`config.mk`:
```
export PLATFORM = sky130hd
export DESIGN_NAME = lase_grid_mem
export DESIGN_NICKNAME = d
export VERILOG_FILES = /design/src/design/lase_pkg.sv /design/src/design/lase_grid_mem.sv
export SDC_FILE = /design/constraint.sdc
export NUM_CORES = 2
export LEC_CHECK = 0
export BUFFER_PORTS_ARGS = -buffer_cell sky130_fd_sc_hd__clkbuf_2
export CORE_UTILIZATION = 63
export CTS_CLUSTER_DIAMETER = 80
export DETAILED_ROUTE_END_ITERATION = 7
export GPL_ROUTABILITY_DRIVEN = 0
export PLACE_DENSITY = 0.87
export SYNTH_ARGS = -nofsm -noshare
export SYNTH_HDL_FRONTEND = slang
export SYNTH_SLANG_ARGS = --single-unit
```
`constraint.sdc`:
```
create_clock -name clk -period 2.4 [get_ports clk]
set_clock_uncertainty 0.1 [all_clocks]
set_input_delay 0.48 -clock clk [delete_from_list [all_inputs] [get_ports clk]]
set_output_delay 0.48 -clock clk [all_outputs]
set_load 0.03 [all_outputs]
```
`src/design/lase_pkg.sv`:
```
`timescale 1ns / 1ps

package lase_pkg;

    localparam int MAX_ROWS = 64;
    localparam int MAX_COLS = 64;

    localparam int ROW_W = $clog2(MAX_ROWS);
    localparam int COL_W = $clog2(MAX_COLS);
    localparam int CFG_W = 7;
    localparam int OP_W  = 2;
    // sweep counter runs up to rows + 2
    localparam int CNT_W = $clog2(MAX_ROWS + 3);

    localparam int CFG_IDX_W = 1;
    localparam logic [CFG_IDX_W-1:0] CFG_ROWS = 1'd0;
    localparam logic [CFG_IDX_W-1:0] CFG_COLS = 1'd1;

    localparam logic [OP_W-1:0] OP_SET  = 2'd0;
    localparam logic [OP_W-1:0] OP_GEN  = 2'd1;
    localparam logic [OP_W-1:0] OP_READ = 2'd2;

    localparam logic [3:0] BIRTH_CNT   = 4'd3;
    localparam logic [3:0] SURVIVE_CNT = 4'd2;

    typedef logic [MAX_COLS-1:0] row_bits_t;

    typedef struct packed {
        logic             rd_en;
        logic [ROW_W-1:0] rd_addr;
        logic             wr_en;
        logic [ROW_W-1:0] wr_addr;
        row_bits_t        wr_data;
    } mem_req_t;

endpackage

```
`src/design/lase_grid_mem.sv`:
```
`timescale 1ns / 1ps

module lase_grid_mem
    import lase_pkg::*;
(
    input  logic      clk,
    input  logic      rst_n,
    input  mem_req_t  req,
    output row_bits_t rd_data
);

    row_bits_t               mem [MAX_ROWS];
    row_bits_t               rd_data_reg;
    logic [MAX_ROWS-1:0]     vld_reg;
    logic                    rd_vld_reg;

    always_ff @(posedge clk)
    begin
        if (req.wr_en)
        begin
            mem[req.wr_addr] <= req.wr_data;
        end
        if (req.rd_en)
        begin
            rd_data_reg <= mem[req.rd_addr];
        end
    end

    // rows never written since reset read as dead
    always_ff @(posedge clk or negedge rst_n)
    begin
        if (!rst_n)
        begin
            vld_reg    <= '0;
            rd_vld_reg <= 1'b0;
        end
        else
        begin
            if (req.wr_en)
            begin
                vld_reg[req.wr_addr] <= 1'b1;
            end
            if (req.rd_en)
            begin
                rd_vld_reg <= vld_reg[req.rd_addr];
            end
        end
    end

    assign rd_data = rd_vld_reg ? rd_data_reg : '0;

endmodule

```
# Yosys cells after proc, flatten, opt, wreduce, memory -nomap -nowiden
# Memories as Yosys holds them, arrays and structs flattened. A register that Yosys moved wholly into a read port is not among the register bits.
# Index checks and enable logic that the tools add are counted.
dict set report classes {
  muxes 7
  reduce_logical 1
  n_lt_le_gt_ge 3
  bitwise_logic 1
}
# op n
set ops {}
lappend ops {{64-bit 2-to-1 mux} 1}
lappend ops {{64-bit OR} 1}
lappend ops {{6-bit by 7-bit < comparator with 1-bit output, second input constant} 2}
lappend ops {{1-bit binary-select mux with 6-bit select} 1}
lappend ops {{1-bit demux with 6-bit select} 1}
lappend ops {{6-bit by 1-bit greater-or-equal comparator with 1-bit output, second input constant} 1}
lappend ops {{1-bit 2-to-1 mux} 4}
lappend ops {{1-bit logical AND} 1}
dict set report word_totals {
  memories 1
  wordCells 15
  ramBits 4096
  ff_bits 65
}
# memory words word_bits read_ports rd_ports_with_merged_regs write_ports line_no
set mem_list {}
lappend mem_list {mem 64 64 1 1 1 lase_grid_mem.sv:12} ;# row_bits_t mem [MAX_ROWS];

# Longest topological paths before layout
dict set report logic_depth {
  depth_word 5
  ltp_mapped 9
}

# Least setup slack after synthesis
# Ideal clock, no wire load.
dict set report synth_timing {
  path_kind {input-to-reg}
  from {input req[67] (netlist bit)}
  to {register vld_reg[48]}
  setup_time_ns 0.092
  arrival_time_ns 6.016
  setup_slack_ns -3.808
  cell_stages 5
  required_time_ns 2.208
  path_buffers 1
  cell_sequence {clkbuf_1 > nand4b_1 > or2_2 > nor3_1 > or2_2}
}
dict set report synth_via {
  elab_chain_len 5
  elab_cells_between_ends 6
  classes_between {order compare: 2; mux: 2; bitwise: 1; reduce/logical: 1}
}
# element line_no
set synth_lines {}
lappend synth_lines {{from (decl)} lase_grid_mem.sv:8} ;# input mem_req_t req,
lappend synth_lines {{6-bit by 7-bit < comparator with 1-bit output (implied by the code) / 6-bit by 1-bit greater-or-equal comparator with 1-bit output (equally long branches)} lase_grid_mem.sv:41} ;# vld_reg[req.wr_addr] <= 1'b1;
lappend synth_lines {{1-bit logical AND (implied by the code)} lase_grid_mem.sv:41}
lappend synth_lines {{1-bit 2-to-1 mux (implied by the code)} lase_grid_mem.sv:41}
lappend synth_lines {{1-bit demux with 6-bit select (*)} lase_grid_mem.sv:41}
lappend synth_lines {{64-bit OR (no line) (*)} --}
lappend synth_lines {{to (signal assigned)} lase_grid_mem.sv:34} ;# vld_reg <= '0;
lappend synth_lines {{to (signal, indexed assignment)} lase_grid_mem.sv:41}
lappend synth_lines {{to (decl)} lase_grid_mem.sv:14} ;# logic [MAX_ROWS-1:0] vld_reg;
# Mark *: on every way between the ends. The rest lies on a longest branch, timed or not.
# A chain may end at the register's enable or synchronous reset.

# Worst setup path in the final report
dict set report layout_timing {
  from {register rd_vld_reg}
  to {output rd_data[21]}
}
dict set report layout_via {
  elab_chain_len 1
}
# element line_no
set layout_lines {}
lappend layout_lines {{from (decl)} lase_grid_mem.sv:15} ;# logic rd_vld_reg;
lappend layout_lines {{from (signal assigned)} lase_grid_mem.sv:45} ;# rd_vld_reg <= vld_reg[req.rd_addr];
lappend layout_lines {{64-bit 2-to-1 mux} lase_grid_mem.sv:50} ;# assign rd_data = rd_vld_reg ? rd_data_reg : '0;
lappend layout_lines {{to (decl)} lase_grid_mem.sv:9} ;# output row_bits_t rd_data
# No other way between the ends.

==> summary.txt <==
Run status
  • Outcome: finished with violations
  • Failing checks: DRC, setup timing

Clock tree
  • Clock root buffer: clkbuf_16
  • Clock Latency Late Sink: ~1100 ps
  • Inserted Clock Buffers: 408
  • Sink Count: 4225
  • Clock slew at reported path FFs: about 80 ps
  • Max Root-Sink Buffers: 4
  • CTS tree: yes
  • Max H-tree Level: 5

Detailed routing
  • Final ANT Viol Nets: 0
  • Total vias in the final route: about 90000
  • WL/cell: 53.5 um
  • Drt pass-1 iters: 8
  • Remaining DRCs: 36
  • Total length of routed wires: slightly below 600 mm
  • Drt via density: between 8 and 9
  • DRC marker count from the first detailed-route iteration: just under 20000

Timing
  • Setup ws final: -457 ps
  • Fin. Hold Viols: 0
  • Least-Margin Pin Slew: about 1400 ps
  • Final setup viols: 72
  • Peak Freq: roughly 350 MHz
  • Slew Limit Headroom: 0.0539
  • Fin. max-slew vios: 0
  • RSZ-0062 raised after global routing: true
  • Hold slack: 4.04 ps
  • Final period util: 1.19
  • Min cycle time layout: between 2000 and 3000 ps

Synth
  • Synthesized cell area: ~160000 um2
  • Mean post-synth cell area: between 20 and 30 um2
  • Leading area contributor after synthesis: edfxtp_1
  • Net Count, Synth: between 6000 and 7000
  • Register bit count reported by yosys: roughly 4200
  • Synth top area share: 0.782
  • Ranking of synthesized cells by area: edfxtp_1 (78%), mux4_2 (18%), dfrtp_1 (1.0%), a22oi_1 (0.62%), clkbuf_1 (0.43%)
  • Synth Instances: ~6300
  • Synth warn: 0
  • Post-synthesis sequential area ratio: 0.792
  • Synth unique cells: 29

Die
  • Die height: ~510 um
  • Die area: 256000 um2
  • Initial core utilization: 0.635
  • Core area: between 200000 and 300000 um2
  • Die width: about 500 um
  • Row Count: 184
  • I/O pin total: roughly 140

Global route
  • GRT overflow: 0
  • First-pass GRT wire length: about 800 mm
  • Largest net degree at the start of global routing: between 60 and 70
  • Vias in the first global route: around 90000
  • GRT Util Overall: 0.467
  • Initial antenna violation count: between 50 and 60

Setup path
  • CP peak stage delay: 480 ps
  • CP Cell Sequence: buf_12 -> buf_12 -> buf_12 -> and2_4 -> buf_8
  • Most common cell on crit path: buf_12
  • Critical path required time: ~1800 ps
  • Worst path slowest cell: dfrtp_4
  • WP buf/inv: 4
  • Path type of the worst setup path: reg2out
  • Cell family with most CP delay: buffers and inverters
  • Arr. time, crit path: approximately 2300 ps
  • Crit end category: output pin
  • Crit-path max FO: 6
  • Crit path launch type: flop

Pwr
  • NetSw: roughly 36 mW
  • Pint: roughly 120 mW
  • PD cells: between 800 and 900 nW/um2
  • Clk pwr share: 0.424
  • Flop pwr share: 0.515
  • Switch share: 0.227
  • Combinational share of power: 0.061
  • Lkg Pwr: ~60 nW
  • Peak VDD IR: 1.13 mV

Cells and area
  • Filler cells: 11467
  • Max FFs per register: between 4000 and 5000
  • Register area: ~130000 um2
  • Share of cells above drive strength 1: 0.390
  • Commonest non-fill, non-tap cell in the layout: edfxtp_1
  • Commonest cells after routing, fill and taps aside: edfxtp_1 (4160), mux4_2 (1289), clkbuf_16 (413)
  • Multi-input gate area: 32600 um2
  • Layout Area Growth over Synthesis: 17.7%
  • Nets: about 7300

Worst hold path
  • Hold Path Class: in2reg

Place
  • Setup WS pre-CTS: -956 ps
  • Post-DP HPWL: 295 mm
  • Port bufs: between 100 and 150

Job
  • Max Cap Violations: 0
==> layout make-up <==
| class | instances | area share |
|---|---|---|
| diodes | 33 | 0.000439 |
| multi-input cells | 1748 | 0.173 |
| clock inverters | 244 | 0.0148 |
| clock buffers | 476 | 0.0561 |
| repair buffers | 882 | 0.0600 |
| flip-flops and latches | 4225 | 0.673 |
| inverters | 3 | 0.0000599 |
| well taps | 3348 | 0.0223 |
==> kinds of logic (layout without fill, tap and decap cells) <==
family          after synthesis  after routing  synth area share
flops                      4225           4225             0.792
compound gates              139            139           0.00653
other cells                   0             33                 0
simple gates                300            300           0.00948
buf+inv                     337           1605           0.00900
mux                        1309           1309             0.183
==> layer usage <==
layer | wire [um] | GRT usage | up-vias
met5 | 330 | 0.000563 | -
met4 | 72500 | 0.458 | 48
met3 | 91800 | 0.153 | 3814
met2 | 269000 | 0.704 | 12139
met1 | 152000 | 0.521 | 43817
li1 | - | - | 29426
==> power by group through the flow <==
stage	clock (mW)	combinational, mW	sequential, mW
floorplan	0	4.53	83.6
global placement	0	7.86	83.8
detailed placement	0	8.47	84.0
CTS	67.4	9.25	82.5
global route	69.8	9.77	82.5
finish	67.9	9.78	82.5
==> through the flow <==
| stage | cells | power, mW | utilization | instance area (um2) | TNS (ps) |
|---|---|---|---|---|---|
| final | 10959 | 160 | 0.747 | 188000 | -24980 |
| after global routing | 10933 | 162 | 0.747 | 188000 | -24610 |
| after CTS | 10925 | 159 | 0.746 | 188000 | -23830 |
| after detailed placement | 10181 | 92.4 | 0.689 | 173000 | -55350 |
| after global placement | 10181 | 91.7 | 0.689 | 173000 | -39940 |
| after floorplan | 6310 | 88.1 | - | 160000 | -1876990 |
==> path summary, 6_finish.rpt <==
path / from / endpoint / slack (ps) / depth (start not counted)
worst min register to register: vld_reg[12] / vld_reg[12] / 380 / 1
max in group asynchronous: rst_n / rd_vld_reg / 780 / 3
worst min-delay path: req[3] / mem[22][3] / 4 / 2
worst max register to register: mem[36][37] / rd_data_reg[37] / -330 / 4
min in group asynchronous: rst_n / vld_reg[57] / 80 / 3
worst max-delay path: rd_vld_reg / rd_data[21] / -460 / 5
==> synthesized netlist by cell type (all sizes together) <==
| master | instances |
|---|---|
| edfxtp | 4160 |
| mux4 | 1289 |
| clkbuf | 182 |
| buf | 152 |
| a22oi | 132 |
| nand2 | 74 |
| nor2 | 68 |
| and2 | 65 |
| dfrtp | 65 |
| or2 | 65 |
| mux2i | 20 |
| nand3 | 10 |
| nor2b | 7 |
| inv | 3 |
| nand2b | 3 |
| a311oi | 2 |
| a31oi | 2 |
| nand3b | 2 |
| nor3 | 2 |
| a211oi | 1 |
| a21oi | 1 |
| a41o | 1 |
| nand4 | 1 |
| nand4b | 1 |
| or3 | 1 |
| or3b | 1 |
==> repair_timing <==
| item | CTS | global route |
|---|---|---|
| pin swaps | 1 | 9 |
| hold buffers | 23 | 0 |
| resized for setup | 182 | 109 |
| endpoints found under the setup margin | 72 | 76 |
| buffers inserted | 2 | 1 |
| endpoints found under the hold margin | 584 | 0 |
| cloned | 0 | 0 |
No activity file was read; power rests on OpenSTA's default activity.
