<file path="config.mk">
export PLATFORM = sky130hd
export DESIGN_NAME = lase_row_unit
export DESIGN_NICKNAME = d
export VERILOG_FILES = /design/src/design/lase_pkg.sv /design/src/design/lase_row_unit.sv
export SDC_FILE = /design/constraint.sdc
export NUM_CORES = 1
export LEC_CHECK = 0
export BUFFER_PORTS_ARGS = -buffer_cell sky130_fd_sc_hd__buf_2
export CORE_ASPECT_RATIO = 0.5
export CORE_MARGIN = 5
export CORE_UTILIZATION = 55
export DETAILED_ROUTE_END_ITERATION = 10
export MAX_ROUTING_LAYER = met4
export PLACE_DENSITY = 0.86
export SLEW_MARGIN = 5
export SYNTH_ARGS = -nofsm -noshare
export SYNTH_HDL_FRONTEND = slang
export SYNTH_SLANG_ARGS = --single-unit
</file>
<file path="constraint.sdc">
create_clock -name vclk -period 8.46
set_input_delay 1.269 -clock vclk [all_inputs]
set_output_delay 1.269 -clock vclk [all_outputs]
set_load 0.02 [all_outputs]
</file>
<file path="src/design/lase_pkg.sv">
`timescale 1ns / 1ps

package lase_pkg;

    localparam int MAX_ROWS = 64;
    localparam int MAX_COLS = 64;

    localparam int ROW_W = $clog2(MAX_ROWS);
    localparam int COL_W = $clog2(MAX_COLS);
    localparam int CFG_W = 7;
    localparam int OP_W  = 2;
    // sweep counter runs up to rows + 2
    localparam int CNT_W = $clog2(MAX_ROWS + 3);

    localparam int CFG_IDX_W = 1;
    localparam logic [CFG_IDX_W-1:0] CFG_ROWS = 1'd0;
    localparam logic [CFG_IDX_W-1:0] CFG_COLS = 1'd1;

    localparam logic [OP_W-1:0] OP_SET  = 2'd0;
    localparam logic [OP_W-1:0] OP_GEN  = 2'd1;
    localparam logic [OP_W-1:0] OP_READ = 2'd2;

    localparam logic [3:0] BIRTH_CNT   = 4'd3;
    localparam logic [3:0] SURVIVE_CNT = 4'd2;

    typedef logic [MAX_COLS-1:0] row_bits_t;

    typedef struct packed {
        logic             rd_en;
        logic [ROW_W-1:0] rd_addr;
        logic             wr_en;
        logic [ROW_W-1:0] wr_addr;
        row_bits_t        wr_data;
    } mem_req_t;

endpackage

</file>
<file path="src/design/lase_row_unit.sv">
`timescale 1ns / 1ps

module lase_row_unit
    import lase_pkg::*;
(
    input  row_bits_t        up,
    input  row_bits_t        mid,
    input  row_bits_t        down,
    input  logic [CFG_W-1:0] cols,
    input  logic             h_one,
    output row_bits_t        nxt
);

    logic             w_one;
    logic             hw_one;
    logic [COL_W-1:0] last_col;

    assign w_one    = (cols == CFG_W'(1));
    assign hw_one   = h_one & w_one;
    assign last_col = COL_W'(cols - CFG_W'(1));

    genvar c;
    generate
        for (c = 0; c < MAX_COLS; c++)
        begin : g_col
            logic       l_up, l_mid, l_dn;
            logic       r_up, r_mid, r_dn;
            logic [7:0] nb;
            logic [3:0] n;
            logic       in_use;

            if (c == 0)
            begin : g_left_wrap
                assign l_up  = up[last_col];
                assign l_mid = mid[last_col];
                assign l_dn  = down[last_col];
            end
            else
            begin : g_left
                assign l_up  = up[c-1];
                assign l_mid = mid[c-1];
                assign l_dn  = down[c-1];
            end

            if (c < MAX_COLS - 1)
            begin : g_right
                logic wrap;
                assign wrap  = (CFG_W'(c + 1) >= cols);
                assign r_up  = wrap ? up[0]   : up[c+1];
                assign r_mid = wrap ? mid[0]  : mid[c+1];
                assign r_dn  = wrap ? down[0] : down[c+1];
            end
            else
            begin : g_right_wrap
                assign r_up  = up[0];
                assign r_mid = mid[0];
                assign r_dn  = down[0];
            end

            // offsets that land back on the cell itself drop out on tiny boards
            assign nb = {l_up & ~hw_one, up[c] & ~h_one, r_up & ~hw_one,
                         l_mid & ~w_one, r_mid & ~w_one,
                         l_dn & ~hw_one, down[c] & ~h_one, r_dn & ~hw_one};
            assign n      = 4'($countones(nb));
            assign in_use = (CFG_W'(c) < cols);
            assign nxt[c] = in_use ? ((n == BIRTH_CNT) | (mid[c] & (n == SURVIVE_CNT)))
                                   : mid[c];
        end
    endgenerate

endmodule

</file>
Word level (Yosys, flattened, before mapping) --
Cells that the tools add are included.
Cells by class: $add $sub $neg 449, $lt $le $gt $ge 128, equal/unequal tests 129, mux-type cells 259, bitwise operators 641
Operator list (count):
- 1-bit AND | 574
- 1-bit by 1-bit adder with 2-bit output | 256
- 4-bit by 2-bit equality test with 1-bit output (second input constant) | 128
- 2-bit by 2-bit adder with 3-bit output | 128
- 3-bit by 3-bit adder with 4-bit output | 64
- 1-bit two-way mux | 256
- 6-bit by 7-bit greater-or-equal comparator with 1-bit output (first input constant) | 32
- 6-bit by 7-bit less-than comparator with 1-bit output (first input constant) | 32
- 5-bit by 7-bit greater-or-equal comparator with 1-bit output (first input constant) | 16
- 5-bit by 7-bit less-than comparator with 1-bit output (first input constant) | 16
- 1-bit bitwise OR | 64
- 4-bit by 7-bit greater-or-equal comparator with 1-bit output (first input constant) | 8
- 4-bit by 7-bit less-than comparator with 1-bit output (first input constant) | 8
- 3-bit by 7-bit greater-or-equal comparator with 1-bit output (first input constant) | 4
- 3-bit by 7-bit less-than comparator with 1-bit output (first input constant) | 4
- 1-bit binary-select mux with 6-bit select | 3
- 2-bit by 7-bit greater-or-equal comparator with 1-bit output (first input constant) | 2
- 1-bit by 7-bit less-than comparator with 1-bit output (first input constant) | 2
- 2-bit by 7-bit less-than comparator with 1-bit output (first input constant) | 2
- 7-bit by 1-bit equality test with 1-bit output (second input constant) | 1
- 1-bit by 7-bit greater-or-equal comparator with 1-bit output (first input constant) | 1
- 6-bit by 7-bit less-than comparator with 1-bit output (second input constant) | 1
- 6-bit by 1-bit subtractor with 6-bit output (second input constant) | 1
- 1-bit NOT | 3
Word-level totals: bits in registers 0, bits of input ports 200, output and inout port bits 64, logic and storage cells 1606

Logic depth before layout (Yosys ltp) --
Gate-level depths: netlist (run 1).
depth in word-level cells 11, gate-level depth with buffers 20, depth with buffers taken out 18

Least setup slack after synthesis (run 1) --
No wires, ideal clock.
path type input to output, from input port cols[0], to output port nxt[41], arrival 5.713 ns, data required time 7.191 ns, path slack 1.478 ns, cell stages on the path 18, buffers on the path 2, cell sequence buf_6 -> buf_4 -> inv_1 -> ha_1 -> nand3b_1 -> nand2b_1 -> nand2_1 -> a21oi_1 -> mux2i_1 -> nor2_1 -> fa_1 -> fa_1 -> fa_1 -> ha_1 -> fa_1 -> o21ai_0 -> nand2_1 -> a21oi_1
On the way: word-level cells in the longest chain between the ends 11, elaborated cells on any way between the ends 27, classes of those cells add/sub (7); order compare (2); eq/ne (3); mux (4); bitwise (11)
RTL lines:
- start, declared | RTL line lase_row_unit.sv:9 | input logic [CFG_W-1:0] cols,
- branches (longest 10 deep; another with 6-bit by 7-bit greater-or-equal comparator with 1-bit output)
- 1-bit two-way mux (*) | RTL line lase_row_unit.sv:66 | assign nxt[c] = in_use ? ((n == BIRTH_CNT) | (mid[c] & (n == SURVIVE_CNT)))
- end, declared | RTL line lase_row_unit.sv:11 | output row_bits_t nxt
Every way passes the cells marked *.

Worst setup path after layout (run 1) --
from input port cols[4], to output port nxt[20]
On the way: word-level cells in the longest chain between the ends 11, elaborated cells on any way between the ends 27, classes of those cells add/sub (7); order compare (2); eq/ne (3); mux (4); bitwise (11)
RTL lines (RTL line):
- branches (longest 10 deep; another with 5-bit by 7-bit greater-or-equal comparator with 1-bit output)
- 1-bit two-way mux (*) | lase_row_unit.sv:66
Marks and branches as above.

==> impl_metrics.ini, run 1 <==
[run_status]
run_status = finished, final reports clean

[yosys]
seq_area_frac_synth = 0
syn-num-nets = 2706
cell_type_contributing_the_most_total_cell_area_after_synthesis = fa_1
synth_area_um2 = 17400
syn_avg_cell_area_um2 = 8.46
post-synth-top-area-fraction = 0.295
yosys_warnings = 0
ys_top_cells_by_area = fa_1, ha_1, a21oi_1, and2_1, mux4_2
syn_inst = 2055
post_synth_num_cell_types = 50

[setup_path]
cp_data_required_time_ns = 7.19
cp_data_arrival_time_ns = 6.48
cp-startpoint = cols[4]
critPathCaptureType = output port
worstSetupStartpointType = input port
worst-setup-path-type = in -> out
worst-path-max-fanout = 19

[detailed_routing]
wl_per_cell_um = 21.7
detail_route.vias_per_cell = 6.36
antenna_left = 0
drc_errors = 0
highest-signal-layer = met4
wl_met3_mm = 6.72
dr.pass1.iters = 6
vias = 17000
wl_met2_mm = 26.6
totalWireLength_mm = 58.2
routedLengthMet1_mm = 21.6
dr.first_iter.drc_count = 1776

[sta]
final.setup.tns_ns = 0
final_hold_viol_count = 0
final_period_util = 0.916
slew_headroom = 0.0463
unrepaired_setup_endpoints_after_global_routing = false
fmax_ghz = 0.129
timing.final.max_slew_violations = 0
period_minus_slack_ns = 7.75
timing_worst_slew_pin_value_ns = 1.43
fin_hold_ws_ns = 2.95
setup_viol = 0

[power_and_ir_drop]
sequentialPowerShare = 0
internal_power_mw = 1.05
power_density_nw_per_um2 = 131
leak_nw = 8.92
switching_share = 0.579
p_switching_mw = 1.45
power.combinational.fraction = 1.000
power.ir.vdd_worst_v = 0.0000712
power.clock.fraction = 0

[layout]
nClkBuffers = 0
fillerInstances = 2689
final_cell_mix = buf_2, fa_1, a21oi_1
register_area_um2 = 0
seq_cells = 0
fraction_of_final_layout_cells_with_drive_strength_greater_than_1 = 0.190
most_common_cell_after_layout_fill_and_taps_aside = buf_2
final_nets = 2890
post_synthesis_to_final_layout_area_growth_pct = 9.85

[floorplanning]
die_area_um2 = 35500
floorplan.die.width_um = 261
placementRows = 46
effective_utilization_at_floorplan = 0.553
die-height_um = 136
core_region_area_um2 = 31400
ioPinCount = 264

[min_path]
hp-start = mid[45]
holdCritPathClass = in -> out

[cts]
ctsResizeCount = 0
ctsHoldBuffers = 0
cts_post_setup_buffers_inserted = 0

[global_routing]
grt_antenna_before_repair = 9
grt_remaining_overflow = 0
grt_first_pass_wirelength_mm = 92.3
grt_start_max_net_pins = 157
gr_usage_total = 0.333
vias_in_the_first_global_route = 17200

[placed_design]
port_buffers = 264
detailed_place_hpwl_mm = 46.6
routability_congestion_estimate_from_global_placement = 1.06

[job]
maxCapViolations = 0
kinds of logic (layout without fill, tap and decap cells):
logic type / count (synthesis) / in the layout / share of synthesized area
AOI/OAI and AO/OA: 382 / 382 / 0.117
xor gates and xnor gates: 6 / 6 / 0.00302
adders and majority gates: 451 / 451 / 0.435
buffers and inverters: 215 / 397 / 0.0517
muxes: 216 / 216 / 0.164
other: 0 / 9 / 0
and+or+nand+nor: 785 / 785 / 0.229
metal layers:
layer,global-route usage,up-vias
met1,0.422,8288
met2,0.522,1079
li1,-,7393
met3,0.0641,284
met5,-,-
met4,0.150,0
final cells by class:
type,instances,area (um2),share of cell area
Antenna cell,9,22.5,0.00118
Inverter,96,360,0.0189
Multi-Input combinational cell,1840,16500,0.865
Tap cell,432,541,0.0283
Timing Repair Buffer,301,1650,0.0866
path summary, 6_finish.rpt:
check             endpoint  slack, ns  cells past startpoint
setup / recovery   nxt[20]       0.71                     16
hold / removal     nxt[45]       2.95                      4
synth_stat cells (all sizes together) (60+ instances only):
| library cell | n |
|---|---|
| a21oi | 251 |
| inv | 96 |
| nor2 | 144 |
| mux2i | 107 |
| o21ai | 92 |
| mux2 | 60 |
| fa | 256 |
| clkbuf | 63 |
| and2 | 194 |
| nor2b | 103 |
| nand3 | 78 |
| ha | 195 |
| nand2 | 202 |
power groups by stage:
stage            Clock, mW  Combinational, mW  Sequential [mW]
4_1_cts                  0               2.49                0
2_1_floorplan            0               1.80                0
5_1_grt        0.000000142               2.83                0
6_report       0.000000142               2.50                0
3_3_place_gp             0               2.36                0
3_5_place_dp             0               2.47                0
worst max-delay path, cell delays in order:
cell     delay (ns)
buf_2          0.39
inv_1          0.33
nor4_1         0.79
a21oi_1        0.41
mux2_2         0.33
nand2_1        0.07
fa_1           0.56
inv_1          0.05
fa_1           0.50
fa_1           0.50
ha_1           0.24
fa_1           0.38
o21ai_0        0.16
nand2_1        0.07
a21oi_1        0.21
buf_2          0.21
stage by stage:
step           std cells  worst slack [ns]  power, mW  utilization  area (um2)
6_report            2678             0.708       2.50        0.608       19100
3_3_place_gp        2669             0.884       2.36        0.607       19100
3_5_place_dp        2669             0.888       2.47        0.607       19100
2_1_floorplan       2055              1.48       1.80            -       17400
4_1_cts             2669             0.875       2.49        0.607       19100
5_1_grt             2678             0.504       2.83        0.608       19100
Power figures use the tool's default switching activity.
==> run 2: changes to the inputs <==
--- a/config.mk
+++ b/config.mk
@@ -8,10 +8,10 @@
 export BUFFER_PORTS_ARGS = -buffer_cell sky130_fd_sc_hd__buf_2
 export CORE_ASPECT_RATIO = 0.5
 export CORE_MARGIN = 5
-export CORE_UTILIZATION = 55
+export CORE_UTILIZATION = 35
 export DETAILED_ROUTE_END_ITERATION = 10
 export MAX_ROUTING_LAYER = met4
-export PLACE_DENSITY = 0.86
+export PLACE_DENSITY = 0.62
 export SLEW_MARGIN = 5
 export SYNTH_ARGS = -nofsm -noshare
 export SYNTH_HDL_FRONTEND = slang
==> impl_metrics.ini, run 2 (same netlist as run 1, synthesis figures left out) <==
[run_status]
run_status = finished, final reports clean

[global_routing]
gr-usage-met2 = 0.384
grt_remaining_overflow = 0
global_routing_usage_on_met3 = 0.0432
gr_peak_layer = met2
grt_antenna_before_repair = 13
grt_first_pass_wirelength_mm = 95.5
vias_in_the_first_global_route = 16400
grt_start_max_net_pins = 87
gr_usage_total = 0.224
met1_usage = 0.268

[sta]
period_minus_slack_ns = 7.74
unrepaired_setup_endpoints_after_global_routing = false
setup_viol = 0
fmax_ghz = 0.129
final_period_util = 0.914
timing_worst_slew_pin_value_ns = 1.30
timing.final.max_slew_violations = 0
fin_hold_ws_ns = 2.96
slew_headroom = 0.127
final.setup.tns_ns = 0
final_hold_viol_count = 0

[floorplanning]
die_area_um2 = 54500
core_region_area_um2 = 48800
ioPinCount = 264
effective_utilization_at_floorplan = 0.356
placementRows = 57
floorplan.die.width_um = 325
die-height_um = 168

[detailed_routing]
totalWireLength_mm = 61.4
vias = 16200
detail_route.vias_per_cell = 5.59
dr.pass1.iters = 5
drc_errors = 0
antenna_left = 0
wl_per_cell_um = 21.2
dr.first_iter.drc_count = 1391

[setup_path]
critPathCaptureType = output port
critPathCapture = nxt[15]
cp_data_arrival_time_ns = 6.47
cp_data_required_time_ns = 7.19
worst-setup-path-type = in -> out
worst-path-max-fanout = 32
cp-startpoint = cols[2]
worstSetupStartpointType = input port

[cts]
ctsHoldBuffers = 0
ctsResizeCount = 0
cts_post_setup_buffers_inserted = 0

[power_and_ir_drop]
power.ir.vdd_worst_v = 0.0000666
power_density_nw_per_um2 = 128
leak_nw = 8.90

[placed_design]
port_buffers = 264
detailed_place_hpwl_mm = 49.8
routability_congestion_estimate_from_global_placement = 0.993

[job]
maxCapViolations = 0

[layout]
final_cell_mix = buf_2, fa_1, a21oi_1
fraction_of_final_layout_cells_with_drive_strength_greater_than_1 = 0.189
seq_cells = 0
most_common_cell_after_layout_fill_and_taps_aside = buf_2
nClkBuffers = 0
final_nets = 2887
register_area_um2 = 0
post_synthesis_to_final_layout_area_growth_pct = 11.4

[min_path]
holdCritPathClass = in -> out
worstHoldPathCells = 4
## run 2: metal layers
metal	routed length (um)	up-vias
met2	30500	691
met3	5070	144
li1	-	7390
met4	2240	0
met5	0	-
met1	23600	7944
## run 2: how the worst min path moves through the flow
stage / from / to / slack [ns]
floorplan: mid[14] / nxt[14] / 2.73
global placement: mid[45] / nxt[45] / 2.95
detailed placement: mid[45] / nxt[45] / 2.95
CTS: mid[45] / nxt[45] / 2.95
global route: mid[45] / nxt[45] / 2.97
finish: mid[14] / nxt[14] / 2.96
## run 2: critical path: stages
cell and delay [ns]:
buf_2 0.30, nor3_1 0.79, o21bai_1 0.33, a21oi_1 0.60
mux2_2 0.27, nand2_1 0.07, fa_1 0.55, inv_1 0.05
fa_1 0.50, fa_1 0.49, ha_1 0.25, fa_1 0.38
o21ai_0 0.16, a21oi_1 0.09, nor2_1 0.17, buf_2 0.20
## run 2: area by class of cell
class | count | area, um2
Antenna cell | 12 | 30.0
Multi-Input combinational cell | 1840 | 16500
Fill cell | 4955 | 29400
Timing Repair Buffer | 298 | 1640
Inverter | 96 | 360
Tap cell | 649 | 812
## run 2: metrics by stage
step / util / instances / power (mW) / worst slack (ns) / area, um2
after floorplan: - / 2055 / 1.80 / 1.48 / 17400
after global placement: 0.396 / 2883 / 2.41 / 0.909 / 19300
after detailed placement: 0.396 / 2883 / 2.48 / 0.868 / 19300
after CTS: 0.396 / 2883 / 2.50 / 0.849 / 19300
after global routing: 0.397 / 2895 / 2.84 / 0.532 / 19400
final: 0.397 / 2895 / 2.49 / 0.724 / 19400
## run 2: report_power, final
| part | switching (mW) | internal, mW | total [mW] |
|---|---|---|---|
| logic | 1.44 | 1.05 | 2.49 |
| clock network | 0 | 0.000000235 | 0.000000235 |
| registers | 0 | 0 | 0 |
| total | 1.44 | 1.05 | 2.49 |
